[src/sv/depth_image_unprojection_unit_macros.svh]
// Assertion macros for the depth image unprojection unit.
`ifndef DEPTH_IMAGE_UNPROJECTION_UNIT_MACROS_SVH
`define DEPTH_IMAGE_UNPROJECTION_UNIT_MACROS_SVH
`ifndef ASSERT_OFF
`define DIU_ASSERT_IMP(label, clk, rst, ante, cons) \
   label: assert property (@(posedge clk) disable iff (rst) (ante) |-> (cons)) \
      else $error("assertion failed");
`define DIU_ASSERT_NEXT(label, clk, rst, ante, cons) \
   label: assert property (@(posedge clk) disable iff (rst) (ante) |=> (cons)) \
      else $error("assertion failed");
`else
`define DIU_ASSERT_IMP(label, clk, rst, ante, cons)
`define DIU_ASSERT_NEXT(label, clk, rst, ante, cons)
`endif
`endif

[src/sv/diu_pkg.sv]
`timescale 1ns / 1ps
// ----------------------------------------------------------------------------
// diu_pkg
// Types, constants and codes shared by the depth image unprojection unit.
// ----------------------------------------------------------------------------
package diu_pkg;

   localparam int ImageWidthDefault  = 640;
   localparam int ImageHeightDefault = 480;
   localparam int SkipDefault        = 2;
   localparam int CsrIndexWidth      = 3;
   localparam int CsrDataWidth       = 24;

   typedef enum logic [CsrIndexWidth-1:0] {
      CSR_DEPTH_UNIT    = 3'd0,
      CSR_MIN_DEPTH     = 3'd1,
      CSR_MAX_DEPTH     = 3'd2,
      CSR_INV_FOCAL_X   = 3'd3,
      CSR_INV_FOCAL_Y   = 3'd4,
      CSR_CENTER_X      = 3'd5,
      CSR_CENTER_Y      = 3'd6,
      CSR_BORDER_MARGIN = 3'd7
   } csr_index_type;

   typedef struct packed {
      logic               cmd;
      logic [15:0]        depth_raw;
      logic               first_of_frame;
      logic [3:0]         pose_index;
      logic signed [31:0] pose_value;
   } req_payload_type;

   typedef struct packed {
      logic signed [31:0] point_x;
      logic signed [31:0] point_y;
      logic signed [31:0] point_z;
      logic [18:0]        point_index;
   } rsp_payload_type;

   typedef struct packed {
      logic [23:0] depth_unit;
      logic [23:0] min_depth;
      logic [23:0] max_depth;
      logic [23:0] inv_focal_x;
      logic [23:0] inv_focal_y;
      logic [15:0] center_x;
      logic [15:0] center_y;
      logic [6:0]  border_margin;
   } csr_type;

   typedef enum logic [3:0] {
      ST_IDLE,
      ST_DEPTH,
      ST_CLAMP,
      ST_FOCAL,
      ST_PROJ_HI,
      ST_PROJ_LO,
      ST_PROJ_SUM,
      ST_ROT,
      ST_ACC,
      ST_OUT
   } state_type;

   typedef enum logic [1:0] {
      OP_NONE,
      OP_SEL_X,
      OP_SEL_Y
   } axis_type;

   // Commands from the controller to the datapath.
   typedef struct packed {
      logic     load;
      logic     do_depth;
      logic     do_clamp;
      logic     do_focal;
      logic     do_hi;
      logic     do_lo;
      logic     do_sum;
      logic     do_rot;
      logic     do_acc;
      logic     clear_acc;
      logic [1:0] axis;
      logic [1:0] tap;
      logic     emit;
   } dp_cmd_type;

   // Status from the datapath back to the controller.
   typedef struct packed {
      logic is_pose;
      logic selected;
      logic keep;
   } dp_status_type;

endpackage

[src/sv/diu_controller.sv]
`timescale 1ns / 1ps
`default_nettype none
// ----------------------------------------------------------------------------
// diu_controller
// Sequences one request through the shared datapath and the result handshake.
// ----------------------------------------------------------------------------
`include "depth_image_unprojection_unit_macros.svh"
module diu_controller (
   input  wire logic                   clock,
   input  wire logic                   reset,
   input  wire logic                   req_valid,
   output logic                        req_ready,
   output logic                        rsp_valid,
   input  wire logic                   rsp_ready,
   input  wire diu_pkg::dp_status_type status,
   output diu_pkg::dp_cmd_type         cmd
);
   import diu_pkg::*;

   state_type state_ff, state_in;
   logic [1:0] axis_ff, axis_in, tap_ff, tap_in;
   logic valid_ff, valid_in;

   always_ff @(posedge clock) begin
      if (reset) begin
         state_ff <= ST_IDLE; axis_ff <= '0; tap_ff <= '0; valid_ff <= 1'b0;
      end else begin
         state_ff <= state_in; axis_ff <= axis_in; tap_ff <= tap_in;
         valid_ff <= valid_in;
      end
   end

   assign rsp_valid = valid_ff;

   always_comb begin
      state_in = state_ff; axis_in = axis_ff; tap_in = tap_ff;
      valid_in = valid_ff && !rsp_ready;
      cmd = '0;
      cmd.axis = axis_ff;
      cmd.tap  = tap_ff;
      req_ready = 1'b0;
      case (state_ff)
         ST_IDLE: begin
            req_ready = 1'b1;
            cmd.load  = req_valid;
            if (req_valid) state_in = ST_DEPTH;
         end
         ST_DEPTH: begin
            cmd.do_depth = 1'b1;
            state_in = ST_CLAMP;
         end
         ST_CLAMP: begin
            if (status.is_pose || !status.selected) state_in = ST_IDLE;
            else begin
               cmd.do_clamp = 1'b1;
               axis_in = 2'(OP_SEL_X);
               state_in = ST_FOCAL;
            end
         end
         ST_FOCAL: begin
            if (!status.keep) state_in = ST_IDLE;
            else begin
               cmd.do_focal = 1'b1;
               state_in = ST_PROJ_HI;
            end
         end
         ST_PROJ_HI: begin cmd.do_hi = 1'b1; state_in = ST_PROJ_LO; end
         ST_PROJ_LO: begin cmd.do_lo = 1'b1; state_in = ST_PROJ_SUM; end
         ST_PROJ_SUM: begin
            cmd.do_sum = 1'b1;
            if (axis_ff == 2'(OP_SEL_X)) begin
               axis_in = 2'(OP_SEL_Y);
               state_in = ST_FOCAL;
            end else begin
               axis_in = 2'd0; tap_in = 2'd0;
               state_in = ST_ROT;
            end
         end
         ST_ROT: begin
            cmd.do_rot = 1'b1;
            cmd.clear_acc = (tap_ff == 2'd0);
            state_in = ST_ACC;
         end
         ST_ACC: begin
            cmd.do_acc = 1'b1;
            if (tap_ff != 2'd2) begin
               tap_in = tap_ff + 2'd1;
               state_in = ST_ROT;
            end else begin
               tap_in = 2'd0;
               if (axis_ff != 2'd2) begin
                  axis_in = axis_ff + 2'd1;
                  state_in = ST_ROT;
               end else state_in = ST_OUT;
            end
         end
         ST_OUT: begin
            if (!valid_ff || rsp_ready) begin
               cmd.emit = 1'b1;
               valid_in = 1'b1;
               state_in = ST_IDLE;
            end
         end
         default: state_in = ST_IDLE;
      endcase
   end

   `DIU_ASSERT_NEXT(a_emit_valid, clock, reset, cmd.emit, rsp_valid)
   `DIU_ASSERT_IMP(a_ready_idle, clock, reset, req_ready, state_ff == ST_IDLE)
   `DIU_ASSERT_IMP(a_emit_free, clock, reset, cmd.emit, !rsp_valid || rsp_ready)
endmodule
`default_nettype wire

[config.mk]
export PLATFORM = sky130hd
export DESIGN_NAME = diu_controller
export DESIGN_NICKNAME = d
export VERILOG_FILES = /design/src/sv/diu_pkg.sv /design/src/sv/diu_controller.sv
export VERILOG_INCLUDE_DIRS = /design/src /design/src/sv
export SDC_FILE = /design/constraint.sdc
export NUM_CORES = 1
export LEC_CHECK = 0
export BUFFER_PORTS_ARGS = -buffer_cell sky130_fd_sc_hd__buf_4
export CORE_MARGIN = 1.5
export CORE_UTILIZATION = 49
export CTS_BUF_LIST = sky130_fd_sc_hd__clkbuf_8
export DETAILED_ROUTE_END_ITERATION = 6
export HOLD_SLACK_MARGIN = 0.12
export PLACE_DENSITY_LB_ADDON = 0.15
export SYNTH_ARGS = -nofsm -noshare
export SYNTH_HDL_FRONTEND = slang
export SYNTH_SLANG_ARGS = --single-unit
[constraint.sdc]
create_clock -name clock -period 1.7 [get_ports clock]
set_input_delay 0.17 -clock clock [delete_from_list [all_inputs] [get_ports clock]]
set_output_delay 0.17 -clock clock [all_outputs]
set_load 0.01 [all_outputs]
* Yosys cells after proc, flatten, opt, wreduce, memory -nomap -nowiden
Index checks and enable logic that the tools add are counted.
** Operators by class
- Bitwise logic cells :: 0
- Reductions and logical operators :: 13
- Multiply operators :: 0
- $add $sub $neg :: 2
- Equal/unequal tests :: 18
- Shift-type cells :: 0
- Muxes and demuxes :: 33
- Order comparisons :: 0
- Divide/modulo/power cells :: 0
** Operators by type and width (number)
- case mux 4 bit (10 select lines) :: 1
- two-way mux 1 bit :: 17
- equality test 4 x 3 -> 1 bit, second input constant :: 4
- two-way mux 4 bit :: 4
- != test 2 bit, second input constant :: 8
- two-way mux 2 bit :: 7
- equality test 4 x 2 -> 1 bit, second input constant :: 2
- equality test 4 bit, second input constant :: 2
- two-way mux 3 bit :: 2
- case mux 2 bit (3 select lines) :: 1
- adder 2 x 1 -> 2 bit, second input constant :: 2
- equality test 4 x 1 -> 1 bit, second input constant :: 1
- logical NOT 4 bit :: 1
- case mux 2 bit (2 select lines) :: 1
- AND reduction 2 bit :: 2
- AND reduction 4 bit :: 1
- logical NOT 1 bit :: 3
- nonzero test 3 bit :: 1
- equality test 2 x 1 -> 1 bit, second input constant :: 1
- logical NOT 2 bit :: 1
- logical OR 1 bit :: 2
- nonzero test 2 bit :: 1
- logical AND 1 bit :: 1
** Storage, ports and cells
- Bits in writable memories :: 0
- ROM bits :: 0
- Flip-flop bits (word level) :: 9
- Memories kept :: 0
- Output and inout port bits :: 17
- Bits in latches :: 0
- Logic and storage cells :: 70
- Input port bits :: 7

* Depth between registers and ports, before layout
Gate-level depths: netlist (run 1).
- Depth in word-level cells :: 4
- Gate-level depth with buffers :: 6
- Depth with buffers taken out :: 6

* Worst setup path after synthesis (run 1)
OpenSTA, ideal clock, no wires.
- Kind :: reg2out
- From :: reg state_ff[2]
- To :: out cmd[14] in the netlist's numbering
- Path buffers :: 2
- Stages on the path, launching flop included :: 5
- Setup slack :: 0.179 ns
- Arrival time :: 1.351 ns
- Path through :: dfxtp_1 > buf_6 > clkbuf_1 > nor4_1 > and2_1
** RTL lines
- start, declared :: line diu_controller.sv:20 : state_type state_ff, state_in;
- start signal, assigned :: line diu_controller.sv:28 : state_ff <= state_in; axis_ff <= axis_in; tap_ff <= tap_in;
- end, declared :: line diu_controller.sv:16 : output diu_pkg::dp_cmd_type cmd

* Worst setup path in the final report (run 1)
- From :: reg axis_ff[0]
- To :: reg axis_ff[1]
** Between the ends
- Cells in the longest elaborated chain, start to end :: 4
- Elaborated cells between the ends (all ways) :: 9
- Those cells by class :: 1 x add/sub; 3 x eq/ne; 4 x mux; 1 x reduce/logical
** RTL lines
- start, declared :: line diu_controller.sv:21 : logic [1:0] axis_ff, axis_in, tap_ff, tap_in;
- start signal, assigned :: line diu_controller.sv:28
- adder 2 x 1 -> 2 bit :: line diu_controller.sv:92 : axis_in = axis_ff + 2'd1;
- two-way mux 2 bit :: line diu_controller.sv:91 : if (axis_ff != 2'd2) begin
- two-way mux 2 bit :: line diu_controller.sv:86 : if (tap_ff != 2'd2) begin
- case mux 2 bit (3 select lines) :: line diu_controller.sv:42 : case (state_ff)
Several ways; a longest one is shown, not always the timed one. The select of a mux whose other input is x is not followed.
A chain may end at the register's enable or synchronous reset.

==> results of run 1 <==
## path summary, 6_finish.rpt
path / cells after the start / slack (ns) / endpoint / from
setup / recovery: 6 / 0.14 / axis_ff[1]$_SDFFE_PP0P_ / axis_ff[0]$_SDFFE_PP0P_
hold / removal: 2 / 0.19 / axis_ff[1]$_SDFFE_PP0P_ / reset
setup reg to reg: 6 / 0.14 / axis_ff[1]$_SDFFE_PP0P_ / axis_ff[0]$_SDFFE_PP0P_
hold reg to reg: 2 / 0.51 / rsp_valid$_SDFF_PP0_ / rsp_valid$_SDFF_PP0_
## area by class of cell
cell class | instances | area (µm²) | area share (%)
clock inverters | 1 | 3.754 | 0.4292
flip-flops and latches | 9 | 185.2 | 21.17
multi-input cells | 60 | 420.4 | 48.07
well taps | 14 | 17.52 | 2.003
repair buffers | 25 | 187.7 | 21.46
clock buffers | 3 | 41.29 | 4.721
inverters | 5 | 18.77 | 2.146
## critical path: cells and delay by family (launching register included)
| kind | cells | cell delay (ns) |
|---|---|---|
| compound gates | 3 | 0.50 |
| flops | 1 | 0.38 |
| fa+ha+maj | 1 | 0.30 |
| simple gates | 1 | 0.24 |
| buf+inv | 1 | 0.08 |
## layout by cell type, fill, tap and decap left out, types with 3 or more instances in the layout
master	instances
a31oi_1	3
nand3_1	4
dfxtp_2	4
nor2b_1	3
nor2_1	6
nand3b_1	3
buf_4	25
nor3_1	3
and3_1	3
a21oi_1	3
dfxtp_1	5
clkbuf_8	3
nand2b_1	3
inv_1	5
## layer usage
metal / vias up / track usage [%]
met5: - / 0
met4: 0 / 13.79
met3: 6 / 8.523
met2: 29 / 45.83
met1: 327 / 27.99
li1: 338 / -
## what timing repair did
action,4_1_cts,5_1_grt
endpoints found under the setup margin,1,5
hold buffers,0,0
resized for setup,1,5
## sequential cells by signal, summed over array words and instances, names as in the netlist
name / count
axis_ff: 2
rsp_valid: 1
state_ff: 4
tap_ff: 2
## logic make-up after synthesis
family,share of synthesized area [%]
AO/OA/AOI/OAI,19.69
adder cells (fa/ha/maj),3.860
buffers and inverters,8.299
flip-flops,27.80
multiplexers,3.282
AND/OR/NAND/NOR,37.07
## power by group through the flow
stage / combinational [mW] / clock (mW) / sequential (mW)
after floorplan: 0.0695 / 0 / 0.228
after global placement: 0.0956 / 0 / 0.240
after detailed placement: 0.0977 / 0 / 0.241
after CTS: 0.0982 / 0.244 / 0.237
after global routing: 0.110 / 0.259 / 0.239
final: 0.0983 / 0.242 / 0.239
## per-stage QoR
stage               instance area (µm²)  setup slack (ns)  util (%)  total power [mW]
floorplan                         648.1            0.1789         -            0.2976
global route                      874.6           0.02706     74.68            0.6075
finish                            874.6            0.1415     74.68            0.5785
CTS                               864.6           0.01367     73.82            0.5796
global placement                  818.3            0.1780     69.87            0.3351
detailed placement                818.3            0.1146     69.87            0.3385
==> metrics.cfg, run 1 <==
[critical_path]
path_max_fanout=4
start_kind=flip-flop
cp_slowest_stage_delay_ns=0.38
path_class=flip-flop to flip-flop
cp_data_required_time_ns=1.87
crit_chain=inv_1 -> ha_1 -> nor4b_1 -> a31oi_1 -> a211o_1 -> a21oi_2
worstSetupEndpointType=flip-flop
critPathArrivalTime_ns=1.73
cp_slowest_cell=dfxtp_1

[synthesis]
seq_area_frac_synth_pct=27.80
syn-cell-area_um2=648.1
syn-mean-instance-area_um2=8.102
ys.flop_type=dfxtp_1
synth_edf_count=0
ys_ff_latch=9
yosysWarnings=0
synth.largest_area_cell=dfxtp_1
post-synth-top-area-fraction_pct=27.80
synth-async-reset-ratio_pct=0
syn_nets=89
synthDistinctLibCells=40
syn_inst=80
synth_top_cells_by_count=dfxtp_1, nor2_1, inv_1, nand3_1
synth_most_common_cell=dfxtp_1
synth.area.top_cells=dfxtp_1, ha_1, nor4b_4, nand3b_1, nor2_1

[layout]
areaGrowthSynthToFinish_pct=34.94
drive_above_1_share_pct=37.86
fin_nets=113
fin_cells=117
n_antenna_cell=0
fillers=95

[power]
ir_worst_vdd_mv=0.4490
p_switching_uw=149.6
swShare_pct=25.87
intPower_uw=428.9
p_leak_nw=0.3852
pwr-share-comb_pct=17.0
p_clk_share_pct=41.8
seqPwrFrac_pct=41.2
powerDensity_mw_per_mm2=661.5

[status]
status=completed

[route]
drc=0
drtAntennaViolNets=0
routed.top_layer=met4
wl_per_cell_um=14.35
avgViaCountPerCell=5.983
wl_met1_um=677
vias=700
firstDrtPassIters=4
dr_wl_met2_um=857
drt_iter0_drc=17
wl_met3_um=103
wl_um=1679

[global_route]
grt_pass1_vias=617
track_usage_pct=26.39
grt_antenna_before_repair=0
grt_max_degree=19
grt_overflow_total=0
grt_pass1_wl_um=2691

[sta]
fin_crit_sh_pct=91.68
setup_viol_count_final=0
tns_ns=0
final-max-slew-violation-count=0
hold_viol_final=0
fmax_mhz=641.6
skew_ns=0.0002715
finalCriticalPeriod_ns=1.559
worst_hold_slack_ns=0.1872
rsz0062_at_grt=no
slew_headroom_pct=76.33
tightestPinTransition_ns=0.3535

[clock_network]
insertion_delay_ns=0.23
clockBufferDepth=2
clock-root-buffer=clkbuf_8
numCtsBuffers=3
cts_max_level=1
cts_tree=yes
cts_setup_buffers=0
path_clk_slew_ns=0.04
clock_sinks=9

[placed_design]
gp_congestion=0.7850
place_inst=113
port_buffers=23
hpwl_um=1224

[floorplanning]
fp.dieH_um=39.37
rows=12
die_area_mm2=0.001550
num_io_pins=24
die_x_um=39.37
start_util_pct=55.34
coreArea_mm2=0.001171

[flow_run]
max_cap_violations=0

[hold_path]
min_path_type=input port to flip-flop

Note: power is estimated with default switching activity, not from simulation.
==> run 2: changes to the inputs <==
--- a/config.mk
+++ b/config.mk
@@ -12,7 +12,7 @@
 export CTS_BUF_LIST = sky130_fd_sc_hd__clkbuf_8
 export DETAILED_ROUTE_END_ITERATION = 6
 export HOLD_SLACK_MARGIN = 0.12
-export PLACE_DENSITY_LB_ADDON = 0.15
+export PLACE_DENSITY = 0.89
 export SYNTH_ARGS = -nofsm -noshare
 export SYNTH_HDL_FRONTEND = slang
 export SYNTH_SLANG_ARGS = --single-unit
==> metrics.cfg, run 2 (same netlist as run 1, synthesis figures left out) <==
[status]
status=completed

[sta]
slew_headroom_pct=76.77
tightestPinTransition_ns=0.3480
tns_ns=0
rsz0062_at_grt=no
final-max-slew-violation-count=0
fin_crit_sh_pct=92.81
finalCriticalPeriod_ns=1.578
fmax_mhz=633.8
skew_ns=0.005486
hold_viol_final=0
setup_viol_count_final=0

[power]
powerDensity_mw_per_mm2=667.1
ir_worst_vdd_mv=0.3988
p_leak_nw=0.3848

[global_route]
track_usage_pct=24.70
grt_antenna_before_repair=0
grt_overflow_total=0
grt_max_degree=19
grt_pass1_wl_um=2532
grt_pass1_vias=581

[route]
drtAntennaViolNets=0
drt_iter0_drc=10
wl_um=1511
drc=0
firstDrtPassIters=4
vias=664
wl_per_cell_um=12.91
avgViaCountPerCell=5.675

[layout]
n_antenna_cell=0
seqCellArea_um2=183.9
areaGrowthSynthToFinish_pct=34.75
fillers=102
drive_above_1_share_pct=36.89
stdcell_area_um2=873.3
multi_input_area_um2=420.4
fin_nets=113
final_cell_mix=buf_4, nor2_1, dfxtp_1
largest_reg_flops=4
reg_top3=state_ff: 4 flops, axis_ff: 2 flops, tap_ff: 2 flops
mostFrequentLayoutCell=buf_4
utilization_pct=74.57
top_register=state_ff

[floorplanning]
num_io_pins=24
die_x_um=39.37
coreArea_mm2=0.001171
rows=12
die_area_mm2=0.001550
fp.dieH_um=39.37
start_util_pct=55.34

[clock_network]
numCtsBuffers=3
cts_tree=yes
clock_sinks=9
cts.repair.resized=0
clock-root-buffer=clkbuf_8
clockBufferDepth=2
path_clk_slew_ns=0.05
cts_max_level=1
cts_setup_buffers=0
insertion_delay_ns=0.23
holdBufCountCts=0

[critical_path]
crit_chain=and2b_2 -> nand3_1 -> nor3_2 -> buf_4
reg2reg_depth=6
crit_end=cmd[5]
worstSetupEndpointType=output port
cp_slowest_cell=dfxtp_1
r2r_setup_slack_ns=0.14
r2r-start=axis_ff[0]$_SDFFE_PP0P_
path_max_fanout=12
critPathArrivalTime_ns=1.41
start_kind=flip-flop
crit_start=state_ff[3]$_SDFFE_PP0P_
r2r_end=axis_ff[1]$_SDFFE_PP0P_
path_class=flip-flop to output port
cp_slowest_stage_delay_ns=0.52
cp_data_required_time_ns=1.53

[placed_design]
post_dp_cell_area_um2=818.3
port_buffers=23
hpwl_um=1088
gp_congestion=0.7792

[flow_run]
max_cap_violations=0

[hold_path]
min_path_type=input port to flip-flop

==> run 2: cell type report <==
cell class / instances / area share [%]
multi-input combinational: 60 / 48.14
timing repair buffer: 25 / 21.49
sequential: 9 / 21.06
clock buffer: 3 / 4.728
inverter: 5 / 2.149
tap: 14 / 2.006
clock inverter: 1 / 0.4298
==> run 2: per-stage QoR <==
| step | cells | total power [mW] | hold slack (ns) | setup slack [ns] |
|---|---|---|---|---|
| detailed placement | 113 | 0.3360 | 0.4286 | 0.1480 |
| global route | 117 | 0.6161 | 0.1908 | 0.003189 |
| CTS | 117 | 0.5825 | 0.1848 | 0.01437 |
| floorplan | 80 | 0.2976 | 0.3560 | 0.1789 |
| finish | 117 | 0.5826 | 0.1910 | 0.1222 |
| global placement | 113 | 0.3338 | 0.4217 | 0.1794 |
==> run 2: worst min-delay path by stage <==
stage	slack, ns	to	cells past startpoint	startpoint
floorplan	0.36	state_ff[2]$_SDFFE_PP0P_	2	status[0]
global placement	0.42	axis_ff[1]$_SDFFE_PP0P_	2	reset
detailed placement	0.43	axis_ff[1]$_SDFFE_PP0P_	2	reset
CTS	0.18	axis_ff[1]$_SDFFE_PP0P_	2	reset
global route	0.19	axis_ff[1]$_SDFFE_PP0P_	2	reset
finish	0.19	axis_ff[1]$_SDFFE_PP0P_	2	reset
==> run 2: layer usage <==
layer	track usage, %	routed length, µm	vias up
met3	5.114	63	2
met2	41.67	766	18
met5	0	0	-
met1	29.93	670	309
li1	-	-	335
met4	10.34	10	0
==> run 2: where the power goes <==
group	total [mW]	switching, mW	leakage [nW]	internal [mW]
clock	0.248	0.0901	0.0269	0.158
combinational	0.0968	0.0445	0.284	0.0524
sequential	0.238	0.0190	0.0741	0.219
total	0.583	0.154	0.385	0.429
==> run 2: worst max-delay path: cells and delay by family, from the launching register on <==
family | cells | cell delay, ns
DFF | 1 | 0.52
and+or+nand+nor | 3 | 0.51
buffers and inverters | 1 | 0.15
